### config.mk
export PLATFORM = sky130hd
export DESIGN_NAME = variant_record_overlap_filter
export DESIGN_NICKNAME = d
export VERILOG_FILES = /design/src/design/vrof_pkg.sv /design/src/design/variant_record_overlap_filter.sv /design/src/design/vrof_in_reg.sv /design/src/design/vrof_parse.sv /design/src/design/vrof_out_reg.sv
export SDC_FILE = /design/constraint.sdc
export NUM_CORES = 1
export LEC_CHECK = 0
export BUFFER_PORTS_ARGS = -buffer_cell sky130_fd_sc_hd__buf_2
export CAP_MARGIN = 20
export CORE_ASPECT_RATIO = 0.75
export CORE_MARGIN = 3
export CORE_UTILIZATION = 49
export CTS_CLUSTER_DIAMETER = 40
export DETAILED_ROUTE_END_ITERATION = 8
export GPL_TIMING_DRIVEN = 0
export PLACE_DENSITY_LB_ADDON = 0.2
export SETUP_SLACK_MARGIN = 0.02
export SYNTH_ARGS = -nofsm -noshare
export SYNTH_HDL_FRONTEND = slang
export SYNTH_SLANG_ARGS = --single-unit
### constraint.sdc
create_clock -name aclk -period 11.9 [get_ports aclk]
set_clock_uncertainty 0.15 [all_clocks]
set_input_delay 1.785 -clock aclk [delete_from_list [all_inputs] [get_ports aclk]]
set_output_delay 1.785 -clock aclk [all_outputs]
set_load 0.02 [all_outputs]
### src/design/vrof_pkg.sv
// Shared types and constants for the variant record overlap filter.
package vrof_pkg;

    localparam int POSITION_WIDTH_DEF = 31;

    localparam int NUM_FIELDS = 10;
    localparam logic [3:0] LAST_FIELD  = 4'(NUM_FIELDS - 1);
    localparam logic [3:0] START_FIELD = 4'd1;
    localparam logic [3:0] REF_FIELD   = 4'd3;
    localparam logic [3:0] INFO_FIELD  = 4'd7;
    localparam logic [3:0] FIELD_SAT   = 4'd15;

    // INFO length only matters up to "longer than four characters"
    localparam logic [2:0] INFO_LEN_SAT = 3'd5;
    localparam logic [2:0] INFO_LEN_MIN = 3'd4;

    localparam logic [7:0] CH_TAB  = 8'h09;
    localparam logic [7:0] CH_NL   = 8'h0a;
    localparam logic [7:0] CH_HASH = 8'h23;
    localparam logic [7:0] CH_SEMI = 8'h3b;
    localparam logic [7:0] CH_EQ   = 8'h3d;
    localparam logic [7:0] CH_E    = 8'h45;
    localparam logic [7:0] CH_N    = 8'h4e;
    localparam logic [7:0] CH_D    = 8'h44;
    localparam logic [7:0] CH_0    = 8'h30;
    localparam logic [7:0] CH_9    = 8'h39;

    typedef enum logic [2:0] {
        K_BLANK      = 3'd0,
        K_HEADER     = 3'd1,
        K_KEPT       = 3'd2,
        K_SKIPPED    = 3'd3,
        K_FIELD_ERR  = 3'd4,
        K_NUMBER_ERR = 3'd5
    } kind_t;

    // progress through ";END=" inside INFO
    typedef enum logic [2:0] {
        M_IDLE = 3'd0,
        M_SEMI = 3'd1,
        M_E    = 3'd2,
        M_N    = 3'd3,
        M_D    = 3'd4,
        M_NUM  = 3'd5,
        M_DONE = 3'd6
    } match_t;

    typedef struct packed {
        logic  valid;
        kind_t kind;
    } res_ctl_t;

endpackage

### src/design/variant_record_overlap_filter.sv
// Top level of the variant record overlap filter.
//
// Slave side: one text character per word on s_tdata; s_tlast marks end of
// stream and acts as a final line end (the character is then ignored).
// Master side: one word per line end: line kind on m_tuser, start and
// inclusive end positions on m_tdata. Blank lines closed by end of stream
// give no word.
// The accepted word is parsed straight out of the input register and its
// result is registered in the result register, which drives m_tvalid.
// Words are taken at one per cycle, set by the per-byte parse step between
// the input and result registers, except while a word that closes a line
// waits on a stalled receiver.
// A field count or number error halts the block: words are still taken but
// nothing more is produced until reset.
// Reset (aresetn low, synchronous) returns to the header phase and forgets
// the last kept record.
// When the receiver stalls, the result waits in its register; the input
// register keeps taking words that close no line, and a word that closes
// a line is held there with s_tready low until the waiting result is taken.
module variant_record_overlap_filter #(
    parameter int POSITION_WIDTH = vrof_pkg::POSITION_WIDTH_DEF
) (
    input  logic                                    aclk,
    input  logic                                    aresetn,
    input  logic                                    s_tvalid,
    output logic                                    s_tready,
    input  logic [7:0]                              s_tdata,  // [7:0] text_byte
    input  logic                                    s_tlast,  // end_of_stream
    output logic                                    m_tvalid,
    input  logic                                    m_tready,
    // [PW-1:0] start_pos, [2PW-1:PW] end_pos, zero fill to whole bytes
    output logic [((2*POSITION_WIDTH+7)/8)*8-1:0]  m_tdata,
    output logic [2:0]                              m_tuser   // [2:0] line_kind
);
    import vrof_pkg::*;

    localparam int DATA_W = ((2 * POSITION_WIDTH + 7) / 8) * 8;

    logic                      in_valid, in_last, take, out_busy;
    logic [7:0]                in_byte;
    res_ctl_t                  res;
    logic [POSITION_WIDTH-1:0] res_start, res_end, start_pos, end_pos;
    kind_t                     kind;

    vrof_in_reg u_in (
        .aclk     (aclk),
        .aresetn  (aresetn),
        .s_tvalid (s_tvalid),
        .s_tready (s_tready),
        .s_tdata  (s_tdata),
        .s_tlast  (s_tlast),
        .take     (take),
        .valid    (in_valid),
        .byte_out (in_byte),
        .last_out (in_last)
    );

    // parsing and the overlap decision for the held word
    vrof_parse #(.POSITION_WIDTH(POSITION_WIDTH)) u_parse (
        .aclk      (aclk),
        .aresetn   (aresetn),
        .in_valid  (in_valid),
        .in_byte   (in_byte),
        .in_last   (in_last),
        .out_busy  (out_busy),
        .in_take   (take),
        .res       (res),
        .res_start (res_start),
        .res_end   (res_end)
    );

    vrof_out_reg #(.POSITION_WIDTH(POSITION_WIDTH)) u_out (
        .aclk      (aclk),
        .aresetn   (aresetn),
        .res       (res),
        .res_start (res_start),
        .res_end   (res_end),
        .m_tready  (m_tready),
        .valid     (m_tvalid),
        .busy      (out_busy),
        .kind      (kind),
        .start_pos (start_pos),
        .end_pos   (end_pos)
    );

    assign m_tdata = DATA_W'({end_pos, start_pos});
    assign m_tuser = kind;

endmodule

### src/design/vrof_in_reg.sv
// Input register holding one accepted text word.
module vrof_in_reg (
    input  logic       aclk,
    input  logic       aresetn,
    input  logic       s_tvalid,
    output logic       s_tready,
    input  logic [7:0] s_tdata,
    input  logic       s_tlast,
    input  logic       take,
    output logic       valid,
    output logic [7:0] byte_out,
    output logic       last_out
);
    import vrof_pkg::*;

    logic       valid_reg, valid_next;
    logic [7:0] byte_reg;
    logic       last_reg;
    logic       load;

    assign s_tready = !valid_reg || take;
    assign load     = s_tvalid && s_tready;

    always_comb begin
        valid_next = valid_reg;
        if (load) begin
            valid_next = 1'b1;
        end else if (take) begin
            valid_next = 1'b0;
        end
    end

    always_ff @(posedge aclk) begin
        if (!aresetn) begin
            valid_reg <= 1'b0;
        end else begin
            valid_reg <= valid_next;
        end
    end

    always_ff @(posedge aclk) begin
        if (load) begin
            byte_reg <= s_tdata;
            last_reg <= s_tlast;
        end
    end

    assign valid    = valid_reg;
    assign byte_out = byte_reg;
    assign last_out = last_reg;

    a_take_needs_word: assert property (@(posedge aclk) disable iff (!aresetn)
        take |-> valid_reg)
        else $error("word consumed from empty input register");

endmodule

### src/design/vrof_parse.sv
// Per-byte line parser: field tracking, number parsing, END tag search, overlap test.
module vrof_parse #(
    parameter int POSITION_WIDTH = vrof_pkg::POSITION_WIDTH_DEF
) (
    input  logic                      aclk,
    input  logic                      aresetn,
    input  logic                      in_valid,
    input  logic [7:0]                in_byte,
    input  logic                      in_last,
    input  logic                      out_busy,
    output logic                      in_take,
    output vrof_pkg::res_ctl_t        res,
    output logic [POSITION_WIDTH-1:0] res_start,
    output logic [POSITION_WIDTH-1:0] res_end
);
    import vrof_pkg::*;

    localparam int PW = POSITION_WIDTH;
    localparam int PX = POSITION_WIDTH + 4;

    logic          in_header_reg,    in_header_next;
    logic          halted_reg,       halted_next;
    logic          line_started_reg, line_started_next;
    logic [3:0]    field_reg,        field_next;
    logic [PW-1:0] start_reg,        start_next;
    logic          start_over_reg,   start_over_next;
    logic          start_stop_reg,   start_stop_next;
    logic [15:0]   ref_len_reg,      ref_len_next;
    logic [2:0]    info_len_reg,     info_len_next;
    match_t        match_reg,        match_next;
    logic          tag_found_reg,    tag_found_next;
    logic [PW-1:0] tag_reg,          tag_next;
    logic          tag_over_reg,     tag_over_next;
    logic [PW:0]   kept_limit_reg,   kept_limit_next;   // last kept end + 1

    logic          is_nl, line_end, emits, is_digit, do_record, use_tag;
    logic [3:0]    digit;
    logic [3:0]    field_inc;
    logic [PX-1:0] start_prod, tag_prod;
    logic [PW:0]   end_a1, end_b1, end_m1, end_lim;
    logic [PW-1:0] end_sat;
    logic          end_clip;
    logic [7:0]    expect_ch;

    assign is_nl    = (in_byte == CH_NL);
    assign line_end = in_last || is_nl;
    // empty line closed by end of stream gives nothing
    assign emits    = !halted_reg && line_end && (line_started_reg || !in_last);
    assign in_take  = in_valid && (!emits || !out_busy);

    assign is_digit  = (in_byte >= CH_0) && (in_byte <= CH_9);
    assign digit     = 4'(in_byte - CH_0);
    assign do_record = !in_header_reg || (!line_started_reg && in_byte != CH_HASH);
    assign field_inc = (field_reg == FIELD_SAT) ? field_reg : field_reg + 4'd1;

    // value*10 + digit, overflow when any bit from PW up is set
    assign start_prod = ({4'b0, start_reg} << 3) + ({4'b0, start_reg} << 1) + PX'(digit);
    assign tag_prod   = ({4'b0, tag_reg} << 3) + ({4'b0, tag_reg} << 1) + PX'(digit);

    // end + 1 = max(start + ref_len, (END value, else start) + 1), clipped at 2^PW
    assign use_tag  = tag_found_reg && (info_len_reg > INFO_LEN_MIN);
    assign end_a1   = {1'b0, start_reg} + (PW + 1)'(ref_len_reg);
    assign end_b1   = {1'b0, (use_tag ? tag_reg : start_reg)} + (PW + 1)'(1);
    assign end_m1   = (end_a1 > end_b1) ? end_a1 : end_b1;
    assign end_clip = end_m1[PW] && (end_m1[PW-1:0] != '0);
    assign end_lim  = end_clip ? {1'b1, {PW{1'b0}}} : end_m1;
    assign end_sat  = end_clip ? {PW{1'b1}} : PW'(end_m1 - (PW + 1)'(1));

    always_comb begin
        case (match_reg)
            M_IDLE:  expect_ch = CH_SEMI;
            M_SEMI:  expect_ch = CH_E;
            M_E:     expect_ch = CH_N;
            M_N:     expect_ch = CH_D;
            M_D:     expect_ch = CH_EQ;
            default: expect_ch = CH_SEMI;
        endcase
    end

    always_comb begin
        in_header_next    = in_header_reg;
        halted_next       = halted_reg;
        line_started_next = line_started_reg;
        field_next        = field_reg;
        start_next        = start_reg;
        start_over_next   = start_over_reg;
        start_stop_next   = start_stop_reg;
        ref_len_next      = ref_len_reg;
        info_len_next     = info_len_reg;
        match_next        = match_reg;
        tag_found_next    = tag_found_reg;
        tag_next          = tag_reg;
        tag_over_next     = tag_over_reg;
        kept_limit_next   = kept_limit_reg;
        res               = '{valid: 1'b0, kind: K_BLANK};
        res_start         = '0;
        res_end           = '0;

        if (in_take && !halted_reg) begin
            if (line_end) begin
                res.valid = emits;
                if (line_started_reg) begin
                    if (in_header_reg) begin
                        res.kind = K_HEADER;
                    end else if (field_reg != LAST_FIELD) begin
                        res.kind    = K_FIELD_ERR;
                        halted_next = 1'b1;
                    end else if (start_over_reg || (use_tag && tag_over_reg)) begin
                        res.kind    = K_NUMBER_ERR;
                        halted_next = 1'b1;
                    end else begin
                        res_start = start_reg;
                        res_end   = end_sat;
                        if ({1'b0, start_reg} >= kept_limit_reg) begin
                            res.kind        = K_KEPT;
                            kept_limit_next = end_lim;
                        end else begin
                            res.kind = K_SKIPPED;
                        end
                    end
                end
                line_started_next = 1'b0;
                field_next        = '0;
                start_next        = '0;
                start_over_next   = 1'b0;
                start_stop_next   = 1'b0;
                ref_len_next      = '0;
                info_len_next     = '0;
                match_next        = M_IDLE;
                tag_found_next    = 1'b0;
                tag_next          = '0;
                tag_over_next     = 1'b0;
            end else begin
                line_started_next = 1'b1;
                if (in_header_reg && !line_started_reg && in_byte != CH_HASH) begin
                    in_header_next = 1'b0;
                end
                if (do_record) begin
                    if (in_byte == CH_TAB) begin
                        field_next = field_inc;
                        if (field_inc == INFO_FIELD) begin
                            match_next = M_SEMI;   // field start acts as ';'
                        end
                    end else if (field_reg == START_FIELD) begin
                        if (!start_stop_reg && !start_over_reg) begin
                            if (!is_digit) begin
                                start_stop_next = 1'b1;
                            end else if (start_prod[PX-1:PW] != '0) begin
                                start_over_next = 1'b1;
                            end else begin
                                start_next = start_prod[PW-1:0];
                            end
                        end
                    end else if (field_reg == REF_FIELD) begin
                        if (ref_len_reg != '1) begin
                            ref_len_next = ref_len_reg + 16'd1;
                        end
                    end else if (field_reg == INFO_FIELD) begin
                        if (info_len_reg != INFO_LEN_SAT) begin
                            info_len_next = info_len_reg + 3'd1;
                        end
                        case (match_reg)
                            M_IDLE, M_SEMI, M_E, M_N, M_D: begin
                                if (in_byte == expect_ch) begin
                                    match_next = match_t'(match_reg + 3'd1);
                                    if (match_reg == M_D) begin
                                        tag_found_next = 1'b1;
                                        tag_next       = '0;
                                    end
                                end else begin
                                    match_next = (in_byte == CH_SEMI) ? M_SEMI : M_IDLE;
                                end
                            end
                            M_NUM: begin
                                if (is_digit && !tag_over_reg) begin
                                    if (tag_prod[PX-1:PW] != '0) begin
                                        tag_over_next = 1'b1;
                                    end else begin
                                        tag_next = tag_prod[PW-1:0];
                                    end
                                end else begin
                                    match_next = M_DONE;
                                end
                            end
                            default: match_next = match_reg;
                        endcase
                    end
                end
            end
        end
    end

    always_ff @(posedge aclk) begin
        if (!aresetn) begin
            in_header_reg    <= 1'b1;
            halted_reg       <= 1'b0;
            line_started_reg <= 1'b0;
            field_reg        <= '0;
            start_reg        <= '0;
            start_over_reg   <= 1'b0;
            start_stop_reg   <= 1'b0;
            ref_len_reg      <= '0;
            info_len_reg     <= '0;
            match_reg        <= M_IDLE;
            tag_found_reg    <= 1'b0;
            tag_reg          <= '0;
            tag_over_reg     <= 1'b0;
            kept_limit_reg   <= '0;
        end else begin
            in_header_reg    <= in_header_next;
            halted_reg       <= halted_next;
            line_started_reg <= line_started_next;
            field_reg        <= field_next;
            start_reg        <= start_next;
            start_over_reg   <= start_over_next;
            start_stop_reg   <= start_stop_next;
            ref_len_reg      <= ref_len_next;
            info_len_reg     <= info_len_next;
            match_reg        <= match_next;
            tag_found_reg    <= tag_found_next;
            tag_reg          <= tag_next;
            tag_over_reg     <= tag_over_next;
            kept_limit_reg   <= kept_limit_next;
        end
    end

    a_halt_sticks: assert property (@(posedge aclk) disable iff (!aresetn)
        halted_reg |=> halted_reg)
        else $error("halt released without reset");

    a_limit_monotonic: assert property (@(posedge aclk) disable iff (!aresetn)
        $past(aresetn) |-> kept_limit_reg >= $past(kept_limit_reg))
        else $error("kept limit moved backwards");

    a_no_pos_on_plain: assert property (@(posedge aclk) disable iff (!aresetn)
        res.valid && (res.kind == K_BLANK || res.kind == K_HEADER ||
                      res.kind == K_FIELD_ERR || res.kind == K_NUMBER_ERR)
        |-> res_start == '0 && res_end == '0)
        else $error("positions set on a non-record result");

    a_kept_order: assert property (@(posedge aclk) disable iff (!aresetn)
        res.valid && res.kind == K_KEPT |-> ({1'b0, res_end} + 1'b1) >= {1'b0, res_start})
        else $error("kept record ends before start - 1");

endmodule

### src/design/vrof_out_reg.sv
// Result register feeding the master side.
module vrof_out_reg #(
    parameter int POSITION_WIDTH = vrof_pkg::POSITION_WIDTH_DEF
) (
    input  logic                      aclk,
    input  logic                      aresetn,
    input  vrof_pkg::res_ctl_t        res,
    input  logic [POSITION_WIDTH-1:0] res_start,
    input  logic [POSITION_WIDTH-1:0] res_end,
    input  logic                      m_tready,
    output logic                      valid,
    output logic                      busy,
    output vrof_pkg::kind_t           kind,
    output logic [POSITION_WIDTH-1:0] start_pos,
    output logic [POSITION_WIDTH-1:0] end_pos
);
    import vrof_pkg::*;

    logic                      valid_reg, valid_next;
    kind_t                     kind_reg;
    logic [POSITION_WIDTH-1:0] start_reg, end_reg;

    always_comb begin
        valid_next = valid_reg;
        if (res.valid) begin
            valid_next = 1'b1;
        end else if (m_tready) begin
            valid_next = 1'b0;
        end
    end

    always_ff @(posedge aclk) begin
        if (!aresetn) begin
            valid_reg <= 1'b0;
        end else begin
            valid_reg <= valid_next;
        end
    end

    always_ff @(posedge aclk) begin
        if (res.valid) begin
            kind_reg  <= res.kind;
            start_reg <= res_start;
            end_reg   <= res_end;
        end
    end

    assign valid     = valid_reg;
    assign busy      = valid_reg && !m_tready;
    assign kind      = kind_reg;
    assign start_pos = start_reg;
    assign end_pos   = end_reg;

    a_no_overwrite: assert property (@(posedge aclk) disable iff (!aresetn)
        res.valid |-> !valid_reg || m_tready)
        else $error("result overwritten before it was taken");

endmodule
## Yosys cells after proc, flatten, opt, wreduce, memory -nomap -nowiden

Index checks and enable logic that the tools add are counted.

| word-level totals | value |
|---|---|
| flip-flop bits (word level) | 203 |
| input port bits | 13 |
| output and inout port bits | 69 |
| word-level logic and storage cells | 248 |

| operators by class | value |
|---|---|
| add/sub/neg operators | 12 |
| $lt $le $gt $ge | 5 |
| equal/unequal tests | 31 |
| multiplexer cells | 96 |
| bitwise logic cells | 6 |
| reduce and logical (&&, ||, !) cells | 75 |

Operators by type and width:

| kind | number |
|---|---|
| $mux W31 | 19 |
| $mux W16 | 6 |
| $add A34 B32 Y35 | 2 |
| $add A35 B4 Y35 | 2 |
| $mux W32 | 2 |
| $pmux W31 S2 | 1 |
| $mux W3 | 20 |
| $mux W1 | 40 |
| $reduce_bool A2 Y1 | 19 |
| $add A31 B1 Y32 const B | 1 |
| $add A31 B16 Y32 | 1 |
| $ge A31 B32 Y1 | 1 |
| $gt A32 B32 Y1 | 1 |
| $reduce_bool A31 Y1 | 1 |
| $sub A31 B1 Y31 const B | 1 |
| $pmux W7 S4 | 1 |
| $reduce_and A7 Y1 | 4 |
| $mux W4 | 6 |
| $reduce_and A9 Y1 | 2 |
| $add A16 B1 Y16 const B | 1 |
| $eq A8 B4 Y1 const B | 2 |
| $ne A16 B16 Y1 const B | 1 |
| $logic_and A1 B1 Y1 | 15 |
| $ne A3 B1 Y1 const B | 5 |
| other kinds (36) | 71 |

## Depth between registers and ports, before layout

| depth | value |
|---|---|
| word-level depth | 12 |
| gate-level depth with buffers | 37 |
| depth with buffers taken out | 28 |

## Cells and area by module

From an unflattened synthesis, not the netlist that was laid out.

| second synthesis, totals | value |
|---|---|
| cells, all modules | 2176 |
| area total of the unflattened synthesis | 18059.8 um^2 |

Modules (own cells, without submodules):

| module | times used | cells each | area an instance (um^2) | seq. area each (um^2) |
|---|---|---|---|---|
| vrof_parse | 1 | 2091 | 15720.1 | 2542.4 |
| vrof_out_reg | 1 | 68 | 1993.2 | 1971.9 |
| vrof_in_reg | 1 | 14 | 327.8 | 290.3 |
| variant_record_overlap_filter | 1 | 3 | 18.8 | 0.0 |

## Least setup slack after synthesis

Ideal clock, no wire load.

| timing path | value |
|---|---|
| path type | register to register |
| from | reg u_parse.info_len_reg[0] |
| to | reg u_out.end_reg[26] (netlist: u_out.end_pos[26]), data pin |
| setup time | 0.270 ns |
| arrival time | 6.621 ns |
| required time | 11.480 ns |
| path slack | 4.859 ns |
| stages on the path, launching flop included | 33 |
| path buffers | 8 |
| clock period less this slack | 7.041 ns |
| cells stage by stage | dfxtp_1 -> inv_1 -> ha_1 -> and3b_2 -> buf_6 -> buf_6 -> buf_2 -> buf_2 -> buf_2 -> mux2i_1 -> inv_1 -> ha_1 -> clkbuf_1 -> nand2_1 -> mux2_2 -> or3_1 -> xnor2_1 -> mux2i_1 -> ha_1 -> nand4_1 -> a211oi_1 -> or4b_2 -> a22oi_1 -> buf_6 -> buf_6 -> o21ai_0 -> inv_1 -> ha_1 -> o21ai_1 -> nor2_1 -> nand3_1 -> xnor2_1 -> a21oi_1 |

| between the ends | value |
|---|---|
| cells in the longest elaborated chain, start to end | 9 |
| elaborated cells between the ends (all ways) | 13 |
| those cells by class | 2 x add/sub; 2 x order compare; 3 x mux; 6 x reduce/logical |

Ends and longest elaborated chain:

| what | line | text |
|---|---|---|
| start, declared | vrof_parse.sv:29 | `logic [2:0] info_len_reg, info_len_next;` |
| start signal, assigned | vrof_parse.sv:218 | `info_len_reg <= info_len_next;` |
| $gt A3 B3 Y1 * | vrof_parse.sv:61 | `assign use_tag = tag_found_reg && (info_len_reg > INFO_LEN_MIN);` |
| $logic_and A1 B1 Y1 * | vrof_parse.sv:61 |  |
| parallel branches: the longest is 7 deep, another holds $add A31 B1 Y32 | n/a |  |
| end signal, assigned | vrof_out_reg.sv:44 | `end_reg <= res_end;` |
| end, declared | vrof_out_reg.sv:21 | `logic [POSITION_WIDTH-1:0] start_reg, end_reg;` |

Mark *: on every way between the ends.
A chain may end at the register's enable or synchronous reset.

## Worst setup path after layout

| timing path | value |
|---|---|
| from | reg u_parse.info_len_reg[0] |
| to | reg u_out.end_reg[30] (netlist: u_out.end_pos[30]), data pin |

Same word-level chain as after synthesis.

==> impl_metrics.ini <==
[setup_path]
worstPathArrival_ns = 9.52
critical_path_class = flop to flop
critPathMaxStageDelay_ns = 0.65
slowest_stage = or4b_2
crit_path_end_kind = flop
start_kind = flop
required_ns = 12.00
worstPathMaxFanout = 10

[logic_synthesis]
seq_area_frac_synth_pct = 27.0
synthFlopType = dfxtp_1
synthCells = 2152
async_flop_share_pct = 0
ys_ff_latch = 203
synth.cell_area_mm2 = 0.0178
synthesis.yosys.warnings = 0
synth_edf_count = 74
synth_cell_type_count = 89
synth.avg_cell_area_um2 = 8.28

[detailed_routing]
drt_first_pass_iters = 6
num_vias = 17300
met2_length_um = 24500
route.met3.wl_um = 5700
drt-met1-wl_um = 28100
top_layer = met4
ant_nets = 0
drc_errors = 0
vias_per_cell = 6.30
wl_per_cell_um = 21.9
drt_iter0_markers = 1920
wl_um = 60200

[place]
dp_slack_ns = 2.80
gp_congestion = 0.973
dp_hpwl_um = 47300
numPortBuffers = 79

[clock_tree]
cts_setup_buffers = 0
cts-root-buf = clkbuf_16
clk_latency_ns = 0.53
cts_hold_buf = 0
cts.clk_slew.worst_paths_ns = 0.06
cts_buffer_depth = 3
cts_tree = yes
htree_levels = 2
cts_made_buffers = 35
clock-sinks = 203
cts_resized = 0

[global_routing]
grt_pass1_vias = 16000
grt_overflow = 0
antenna_found_initial = 0
grt_pass1_wl_um = 92200
gr-usage-all-layers_pct = 30.6
grt_max_degree = 39

[final_layout]
layout-drive-gt1-share_pct = 9.76
diodes = 0
areaGrowthSynthToFinish_pct = 12.6
final_nets = 2504
largest_reg_flops = 32

[sta]
worst_slew_pin_slew_ns = 1.09
period_share_pct = 79.1
setup_slack_ns = 2.48
setup_viol = 0
setup_tns_ns = 0
max_freq_mhz = 106
slew_violations = 0
hold_violations = 0
fin_crit_ns = 9.42
max-slew-margin-rel_pct = 26.3
rsz0062_at_grt = false

[hold_path]
hp-class = flop to flop

[die]
die_area_mm2 = 0.0387
dieWidth_um = 226
die_height_um = 171
initial_core_util_pct = 50.5
rows = 59
ios = 82
coreArea_mm2 = 0.0353

[job]
cap_violations = 0

[power]
p_leak_nw = 8.56
power_density_mw_per_mm2 = 96.2
vdd_drop_max_mv = 0.0758

[outcome]
status = finished, final reports clean
-- cell usage after synthesis, types with 43 or more instances --
master | number | area (um2)
clkbuf_1 | 65 | 244
nand3_1 | 138 | 691
inv_1 | 104 | 390
nand4_1 | 58 | 363
a21oi_1 | 182 | 911
edfxtp_1 | 74 | 2220
nor2_1 | 164 | 616
dfxtp_1 | 129 | 2580
o21ai_0 | 123 | 616
xnor2_1 | 90 | 788
ha_1 | 215 | 2690
nor3_1 | 43 | 215
a21o_1 | 45 | 338
nand2_1 | 155 | 582
xor2_1 | 62 | 543
-- power breakdown --
group | internal [mW] | switching, mW
clock network | 0.680 | 0.395
logic | 0.0403 | 0.0875
registers | 0.721 | 0.00483
-- cell usage in the layout, fill, tap and decap left out, drive strengths merged, types with 24 or more instances in the layout --
cell type | netlist | final
a21o | 45 | 45
inv | 104 | 114
and3 | 24 | 24
o21ai | 125 | 125
and2 | 32 | 32
buf | 34 | 115
xor2 | 62 | 62
mux2i | 37 | 37
o2bb2ai | 27 | 27
a21oi | 182 | 182
nor4 | 33 | 33
edfxtp | 74 | 74
nand3 | 140 | 140
nor3 | 43 | 43
nor2 | 164 | 164
xnor2 | 90 | 90
clkbuf | 65 | 105
ha | 215 | 215
nand4 | 58 | 58
nand2 | 155 | 155
dfxtp | 129 | 129
-- worst max-delay path: cells and delay by family, from the launching register on --
| kind | cells | cell delay, ns |
|---|---|---|
| buf+inv | 11 | 2.45 |
| simple gates | 7 | 2.31 |
| compound gates | 5 | 1.33 |
| mux | 3 | 1.18 |
| fa+ha+maj | 4 | 0.98 |
| flops | 1 | 0.41 |
| xor+xnor | 2 | 0.32 |
-- kinds of logic (layout without fill, tap and decap cells) --
logic type,Yosys count,count (layout),synth area share (%)
multiplexers,39,39,2.23
AND/OR/NAND/NOR,764,764,21.7
adder cells (fa/ha/maj),220,220,15.7
flip-flops,203,203,27.0
buffers and inverters,203,346,4.90
other,1,2,0.0211
XOR/XNOR,152,152,7.47
AO/OA/AOI/OAI,570,570,21.0
-- metrics by stage --
stage / area, um2 / utilization (%) / instances / hold WS (ns) / total power [mW]
floorplan: 17800 / - / 2153 / 0.282 / 0.825
global placement: 18800 / 53.2 / 2689 / 0.299 / 0.862
detailed placement: 18800 / 53.3 / 2691 / 0.297 / 0.864
CTS: 20100 / 56.9 / 2753 / 0.314 / 1.94
global route: 20100 / 56.9 / 2753 / 0.331 / 1.98
finish: 20100 / 56.9 / 2753 / 0.311 / 1.93
-- metal layers --
layer	GRT usage [%]	vias up
met2	45.1	878
met5	0	-
met3	5.23	129
li1	-	8247
met4	9.57	0
met1	45.3	8077
-- final timing paths --
path / startpoint / endpoint / slack (ns) / cells after the start
worst max-delay path: u_parse.info_len_reg[0]$_SDFFE_PN0P_ / u_out.end_pos[30]$_SDFFCE_PP0P_ / 2.48 / 32
worst min-delay path: u_parse.kept_limit_reg[5]$_SDFFE_PN0P_ / u_parse.kept_limit_reg[5]$_SDFFE_PN0P_ / 0.31 / 1
worst max register to register: u_parse.info_len_reg[0]$_SDFFE_PN0P_ / u_out.end_pos[30]$_SDFFCE_PP0P_ / 2.48 / 32
worst min register to register: u_parse.kept_limit_reg[5]$_SDFFE_PN0P_ / u_parse.kept_limit_reg[5]$_SDFFE_PN0P_ / 0.31 / 1
-- final cells by class --
class	count	area [um2]
well taps	457	572
clock buffers	40	957
multi-input cells	1747	12100
repair buffers	81	423
fillers	3315	15200
flip-flops and latches	203	4800
inverters	104	390
plain buffers	99	482
clock inverters	22	287
Power figures use the tool's default switching activity.
